$ cat config.mk
export PLATFORM = sky130hd
export DESIGN_NAME = utf8_stream_decoder
export DESIGN_NICKNAME = d
export VERILOG_FILES = /design/src/rtl/core/utf8d_pkg.sv /design/src/rtl/core/utf8d_decode.sv /design/src/rtl/core/utf8d_outq.sv /design/src/rtl/core/utf8_stream_decoder.sv
export SDC_FILE = /design/constraint.sdc
export NUM_CORES = 1
export LEC_CHECK = 0
export BUFFER_PORTS_ARGS = -buffer_cell sky130_fd_sc_hd__buf_2
export CORE_ASPECT_RATIO = 1.75
export CORE_MARGIN = 3
export CORE_UTILIZATION = 65
export CTS_BUF_LIST = sky130_fd_sc_hd__clkbuf_2
export DETAILED_ROUTE_END_ITERATION = 7
export GPL_TIMING_DRIVEN = 1
export PLACE_DENSITY = 0.84
export SYNTH_ARGS = -nofsm -noshare
export SYNTH_HDL_FRONTEND = slang
export SYNTH_HIERARCHICAL = 1
export SYNTH_SLANG_ARGS = --single-unit
$ cat constraint.sdc
create_clock -name clk_i -period 8.1 [get_ports clk_i]
set_input_delay 0.405 -clock clk_i [delete_from_list [all_inputs] [get_ports clk_i]]
set_output_delay 0.405 -clock clk_i [all_outputs]
set_load 0.005 [all_outputs]
$ cat src/rtl/core/utf8d_pkg.sv
package utf8d_pkg;

  localparam int CpW    = 21;
  localparam int QDepth = 4;
  localparam int QAw    = 2;
  localparam int QCntW  = 3;

  // One decoded result as it is queued and delivered.
  typedef struct packed {
    logic [CpW-1:0] cp;
    logic           err;
    logic           last;
  } res_t;

  // Results produced by one byte: n is zero, one or two.
  typedef struct packed {
    logic [1:0] n;
    res_t       r0;
    res_t       r1;
  } push_t;

  // Outcome of decoding a byte as a lead byte.
  typedef struct packed {
    logic           hit;
    res_t           res;
    logic [1:0]     bl;
    logic [CpW-1:0] pp;
  } lead_t;

  function automatic lead_t lead_decode(logic [7:0] b);
    lead_t l;
    l = '0;
    if (!b[7]) begin
      l.hit    = 1'b1;
      l.res.cp = {13'b0, b};
    end else if (b[7:5] == 3'b110) begin
      l.bl = 2'd1;
      l.pp = {10'b0, b[4:0], 6'b0};
    end else if (b[7:4] == 4'b1110) begin
      l.bl = 2'd2;
      l.pp = {5'b0, b[3:0], 12'b0};
    end else if (b[7:3] == 5'b11110) begin
      l.bl = 2'd3;
      l.pp = {b[2:0], 18'b0};
    end else begin
      l.hit     = 1'b1;
      l.res.err = 1'b1;
    end
    return l;
  endfunction

endpackage

$ cat src/rtl/core/utf8d_decode.sv
module utf8d_decode (
  input  logic              clk_i,
  input  logic              rst_ni,
  input  logic              in_valid_i,
  output logic              in_stall_o,
  input  logic [7:0]        byte_in_i,
  input  logic              room_i,
  output utf8d_pkg::push_t  push_o
);

  logic                      in_valid_q, in_valid_d;
  logic [7:0]                byte_q;
  logic [1:0]                bl_q, bl_d;
  logic [utf8d_pkg::CpW-1:0] pp_q, pp_d;
  logic [utf8d_pkg::CpW-1:0] merged;
  logic                      advance;
  logic                      accept;
  logic                      cont;
  utf8d_pkg::lead_t          lead;
  utf8d_pkg::push_t          push;

  assign advance    = in_valid_q & room_i;
  assign in_stall_o = in_valid_q & ~room_i;
  assign accept     = in_valid_i & ~in_stall_o;
  assign cont       = (byte_q[7:6] == 2'b10);
  assign lead       = utf8d_pkg::lead_decode(byte_q);
  assign push_o     = push;

  always_comb begin
    in_valid_d = in_valid_q;
    if (accept) begin
      in_valid_d = 1'b1;
    end else if (advance) begin
      in_valid_d = 1'b0;
    end
  end

  // The remaining count selects where the six payload bits land.
  always_comb begin
    unique case (bl_q)
      2'd1:    merged = pp_q | {15'b0, byte_q[5:0]};
      2'd2:    merged = pp_q | {9'b0, byte_q[5:0], 6'b0};
      2'd3:    merged = pp_q | {3'b0, byte_q[5:0], 12'b0};
      default: merged = pp_q;
    endcase
  end

  always_comb begin
    bl_d = bl_q;
    pp_d = pp_q;
    push = '0;
    if (advance) begin
      if (bl_q != 2'd0) begin
        if (cont) begin
          bl_d = bl_q - 2'd1;
          if (bl_q == 2'd1) begin
            push.n  = 2'd1;
            push.r0 = '{cp: merged, err: 1'b0, last: 1'b1};
            pp_d    = '0;
          end else begin
            pp_d = merged;
          end
        end else begin
          // A broken sequence reports an error, then the word restarts as a lead.
          bl_d    = lead.bl;
          pp_d    = lead.pp;
          push.r0 = '{cp: '0, err: 1'b1, last: ~lead.hit};
          if (lead.hit) begin
            push.n       = 2'd2;
            push.r1      = lead.res;
            push.r1.last = 1'b1;
          end else begin
            push.n = 2'd1;
          end
        end
      end else begin
        bl_d = lead.bl;
        pp_d = lead.pp;
        if (lead.hit) begin
          push.n       = 2'd1;
          push.r0      = lead.res;
          push.r0.last = 1'b1;
        end
      end
    end
  end

  always_ff @(posedge clk_i or negedge rst_ni) begin
    if (!rst_ni) begin
      in_valid_q <= 1'b0;
      bl_q       <= 2'd0;
      pp_q       <= '0;
    end else begin
      in_valid_q <= in_valid_d;
      bl_q       <= bl_d;
      pp_q       <= pp_d;
    end
  end

  always_ff @(posedge clk_i) begin
    if (accept) begin
      byte_q <= byte_in_i;
    end
  end

  a_idle_partial_clear: assert property (@(posedge clk_i) disable iff (!rst_ni)
    bl_q == 2'd0 |-> pp_q == '0)
    else $error("partial code point left over with no sequence pending");

  a_pair_shape: assert property (@(posedge clk_i) disable iff (!rst_ni)
    push.n == 2'd2 |-> push.r0.err && !push.r0.last && push.r1.last)
    else $error("two-result word has a malformed first or second result");

  a_push_only_on_advance: assert property (@(posedge clk_i) disable iff (!rst_ni)
    push.n != 2'd0 |-> advance)
    else $error("results pushed without a word moving on");

endmodule

$ cat src/rtl/core/utf8d_outq.sv
module utf8d_outq (
  input  logic                      clk_i,
  input  logic                      rst_ni,
  input  utf8d_pkg::push_t          push_i,
  output logic                      room_o,
  output logic                      out_valid_o,
  input  logic                      out_stall_i,
  output logic [utf8d_pkg::CpW-1:0] code_point_o,
  output logic                      is_error_o,
  output logic                      last_o
);

  utf8d_pkg::res_t            mem_q [utf8d_pkg::QDepth];
  logic [utf8d_pkg::QAw-1:0]   wr_ptr_q, wr_ptr_d;
  logic [utf8d_pkg::QAw-1:0]   rd_ptr_q, rd_ptr_d;
  logic [utf8d_pkg::QCntW-1:0] count_q, count_d;
  logic [utf8d_pkg::QAw-1:0]   wr_ptr_nx;
  logic                        pop;
  utf8d_pkg::res_t             head;

  assign head         = mem_q[rd_ptr_q];
  assign out_valid_o  = (count_q != '0);
  assign code_point_o = head.cp;
  assign is_error_o   = head.err;
  assign last_o       = head.last;
  assign pop          = out_valid_o & ~out_stall_i;
  // A word is only let through when both of its possible results fit.
  assign room_o       = (count_q <= utf8d_pkg::QCntW'(utf8d_pkg::QDepth - 2));
  assign wr_ptr_nx    = wr_ptr_q + utf8d_pkg::QAw'(1);

  always_comb begin
    wr_ptr_d = wr_ptr_q + utf8d_pkg::QAw'(push_i.n);
    rd_ptr_d = rd_ptr_q + utf8d_pkg::QAw'(pop);
    count_d  = count_q + utf8d_pkg::QCntW'(push_i.n) - utf8d_pkg::QCntW'(pop);
  end

  always_ff @(posedge clk_i or negedge rst_ni) begin
    if (!rst_ni) begin
      wr_ptr_q <= '0;
      rd_ptr_q <= '0;
      count_q  <= '0;
    end else begin
      wr_ptr_q <= wr_ptr_d;
      rd_ptr_q <= rd_ptr_d;
      count_q  <= count_d;
    end
  end

  always_ff @(posedge clk_i) begin
    if (push_i.n != 2'd0) begin
      mem_q[wr_ptr_q] <= push_i.r0;
    end
    if (push_i.n == 2'd2) begin
      mem_q[wr_ptr_nx] <= push_i.r1;
    end
  end

  a_count_bound: assert property (@(posedge clk_i) disable iff (!rst_ni)
    count_q <= utf8d_pkg::QCntW'(utf8d_pkg::QDepth))
    else $error("result queue count out of range");

  a_no_overflow: assert property (@(posedge clk_i) disable iff (!rst_ni)
    push_i.n != 2'd0 |-> room_o)
    else $error("results pushed into a queue without room");

  a_ptr_gap: assert property (@(posedge clk_i) disable iff (!rst_ni)
    count_q != utf8d_pkg::QCntW'(utf8d_pkg::QDepth) |->
      utf8d_pkg::QAw'(wr_ptr_q - rd_ptr_q) == utf8d_pkg::QAw'(count_q))
    else $error("queue pointers disagree with the count");

endmodule

$ cat src/rtl/core/utf8_stream_decoder.sv
// Channel   Direction  Handshake               Payload
// input     in         in_valid_i / in_stall_o  byte_in_i[7:0]
// output    out        out_valid_o / out_stall_i code_point_o[20:0], is_error_o, last_o
//
// One input word is taken per cycle unless in_stall_o holds it off; its results leave
// a four-entry result queue one per cycle while out_stall_i is low.
// A word is held in the input register until its results enter the queue.
// The input register moves on only when the queue has two free entries.
// Reset clears the pending sequence and empties the queue.
module utf8_stream_decoder (
  input  logic        clk_i,
  input  logic        rst_ni,
  input  logic        in_valid_i,
  output logic        in_stall_o,
  input  logic [7:0]  byte_in_i,
  output logic        out_valid_o,
  input  logic        out_stall_i,
  output logic [20:0] code_point_o,
  output logic        is_error_o,
  output logic        last_o
);

  utf8d_pkg::push_t push;
  logic             room;

  utf8d_decode u_decode (
    .clk_i      (clk_i),
    .rst_ni     (rst_ni),
    .in_valid_i (in_valid_i),
    .in_stall_o (in_stall_o),
    .byte_in_i  (byte_in_i),
    .room_i     (room),
    .push_o     (push)
  );

  utf8d_outq u_outq (
    .clk_i        (clk_i),
    .rst_ni       (rst_ni),
    .push_i       (push),
    .room_o       (room),
    .out_valid_o  (out_valid_o),
    .out_stall_i  (out_stall_i),
    .code_point_o (code_point_o),
    .is_error_o   (is_error_o),
    .last_o       (last_o)
  );

endmodule
==> flow_summary.json <==
{
  "cp_slowest_cell": "nor4_1",
  "irDropWorstVdd_v": 0.000186,
  "die_w_um": 84.2,
  "clk_pin_slew_worst_paths_ns": 0.18,
  "ys.flop_type": "edfxtp_1",
  "rsz0062_at_grt": "false",
  "dp_cells": 605,
  "hold_violations": 0,
  "cts_max_path_buffers": 2,
  "mostFrequentLayoutCells": "100 x edfxtp_1, 67 x mux2_2, 36 x buf_2, 31 x dfrtp_1, 25 x nor2_1",
  "cap_violations": 0,
  "slew_viol_final": 0,
  "gp_congestion": 0.844,
  "vias": 4087,
  "cts-buffers-inserted": 17,
  "critPathMaxFanout": 27,
  "io-pin-count": 37,
  "grt_pass1_vias": 4292,
  "status": "finished clean",
  "place_area_um2": 7040,
  "initial_core_util_pct": 67.2,
  "clock.fmax_ghz": 0.246,
  "grt_max_degree": 32,
  "finalSetupTns_ns": 0,
  "grt_pass1_wl_um": 22100,
  "max_slew_margin_pct": 21.7,
  "fin_skew_ns": 0.0211,
  "cp-end-kind": "flop",
  "p_leak_nw": 2.87,
  "fin_cells": 649,
  "ant_nets": 0,
  "cts_num_sinks": 131,
  "clkLatencyLatePin_ns": 0.68,
  "io_buffer_count": 36,
  "final_util_pct": 71.4,
  "htreeDepth": 4,
  "core_um2": 10400,
  "grt_overflow": 0,
  "final_common_cell": "edfxtp_1",
  "fin_area_um2": 7400,
  "reg2reg_depth": 7,
  "post_cts_buffers": 0,
  "r2r-start": "u_decode/bl_q[0]$_DFFE_PN0P_",
  "worst_pin_slew_ns": 1.17,
  "cp-start-kind": "flop",
  "finalSetupViolCount": 0,
  "cpPeakStageDelay_ns": 1.04,
  "ctsResizeCount": 0,
  "async_flop_share_pct": 23.7,
  "routed_wirelength_um": 13700,
  "hpwl_um": 9040,
  "drtIter0Drc": 305,
  "yosysUniqueCellTypes": 54,
  "fin_nets": 529,
  "period_share_pct": 50.1,
  "syn_avg_cell_area_um2": 14.8,
  "cts-root-buf": "clkbuf_2",
  "antenna_found_initial": 1,
  "syn_inst": 469,
  "drc": 0,
  "hp-class": "in2async",
  "area_growth_pct": 6.24,
  "synth.area.top_cells": "edfxtp_1 43%, dfrtp_1 11%, mux2_2 11%",
  "routedWlPerCell_um": 21.1,
  "synth_edf_count": 100,
  "cts_tree": "yes",
  "fin_total_pwr_mw": 2.26,
  "ctsHoldBuffers": 11,
  "required_ns": 8.46,
  "pwr_density_cell_nw_per_um2": 305,
  "crit_type": "reg2reg",
  "via_per_inst": 6.30,
  "die-area_um2": 12000,
  "crit_chain": "inv_1 -> ha_1 -> nor4_1 -> nor2b_2 -> nand3_2 -> o31ai_4 -> buf_4",
  "synth_top_area_cell": "edfxtp_1",
  "yosysWarnings": 6,
  "n_fill_cell": 670,
  "first_pass_iters": 5,
  "drive_gt1_share_pct": 38.4,
  "fp.dieH_um": 143,
  "ys_ff_latch": 131,
  "grt_use_total_pct": 24.1,
  "cp-startpoint": "u_decode/bl_q[0]$_DFFE_PN0P_",
  "synth-seq-area-share_pct": 54.3,
  "period_needed_ns": 4.06,
  "arrival_ns": 4.42,
  "row_count": 49,
  "syn_area_um2": 6960,
  "yosys.area.top_type_share_pct": 43.1
}
[cell type report]
class	instances	area, um2	area share [%]
inverter	10	37.5	0.508
sequential	131	3780	51.1
tap	127	159	2.15
antenna	1	2.50	0.0338
multi-input combinational	293	2830	38.2
timing repair buffer	55	350	4.74
clock buffer	21	105	1.42
clock inverter	11	136	1.84
[cell families after synthesis]
group	after synthesis	synth area share, %
flops	131	54.3
mux	115	23.6
simple gates	93	7.64
buf+inv	58	6.09
compound gates	56	5.84
fa+ha+maj	9	1.73
xor+xnor	6	0.755
other cells	1	0.0539
[registers in the layout, summed over array words and instances (netlist names)]
register             cells
u_outq/wr_ptr_q          2
u_outq/mem_q            92
u_outq/count_q           3
u_decode/pp_q           21
u_decode/byte_q          8
u_decode/in_valid_q      1
u_outq/rd_ptr_q          2
u_decode/bl_q            2
[worst max-delay path: cells and delay by family, from the launching register on]
family                     cells  cell delay [ns]
and+or+nand+nor                3             1.99
AOI/OAI and AO/OA              1             0.32
adders and majority gates      1             0.52
DFF                            1             0.44
buffers and inverters          2             0.46
[report_power, final]
group / switching [mW] / leakage, nW / total, mW / internal [mW]
registers: 0.124 / 1.35 / 1.05 / 0.922
clock network: 0.223 / 0.147 / 0.397 / 0.174
logic: 0.426 / 1.38 / 0.815 / 0.389
[routing by layer]
layer  routed length, um  track usage, %  share of wire, %
met1                5160            27.7                38
met2                7400            43.1                54
met3                 696            5.77               5.1
met4                 414            9.75               3.0
met5                   0               0                 0
[Yosys cell counts (3+ instances only)]
cell type  number
edfxtp_1      100
mux2_2         67
dfrtp_1        31
nor2_1         26
mux2_4         24
mux4_2         23
buf_4          20
and2_1         16
nand2_1        12
a22o_1         11
buf_6          10
inv_1          10
a21oi_1         9
ha_1            8
nor2b_1         8
clkbuf_1        7
nor3_1          7
o22ai_1         7
a31oi_1         6
a221o_1         5
buf_2           5
nor4_1          5
o31a_1          5
buf_8           3
nand2b_1        3
xnor2_1         3
xor2_1          3
[through the flow]
| step | setup WS [ns] | hold WS (ns) |
|---|---|---|
| finish | 4.04 | 0.282 |
| global route | 3.75 | 0.294 |
| CTS | 4.07 | 0.239 |
| detailed placement | 4.14 | 0.471 |
| global placement | 4.28 | 0.460 |
| floorplan | 3.86 | 0.109 |
[final timing paths]
check | to | slack [ns]
min in group clk_i | u_decode/byte_q[5]$_DFFE_PP_ | 0.43
max in group asynchronous | u_decode/pp_q[20]$_DFFE_PN0P_ | 7.34
hold / removal | u_decode/pp_q[10]$_DFFE_PN0P_ | 0.28
hold reg to reg | u_decode/pp_q[0]$_DFFE_PN0P_ | 0.51
setup reg to reg | u_outq/mem_q[0][1]$_DFFE_PP_ | 4.04
setup / recovery | u_outq/mem_q[0][1]$_DFFE_PP_ | 4.04
Power figures use the tool's default switching activity.
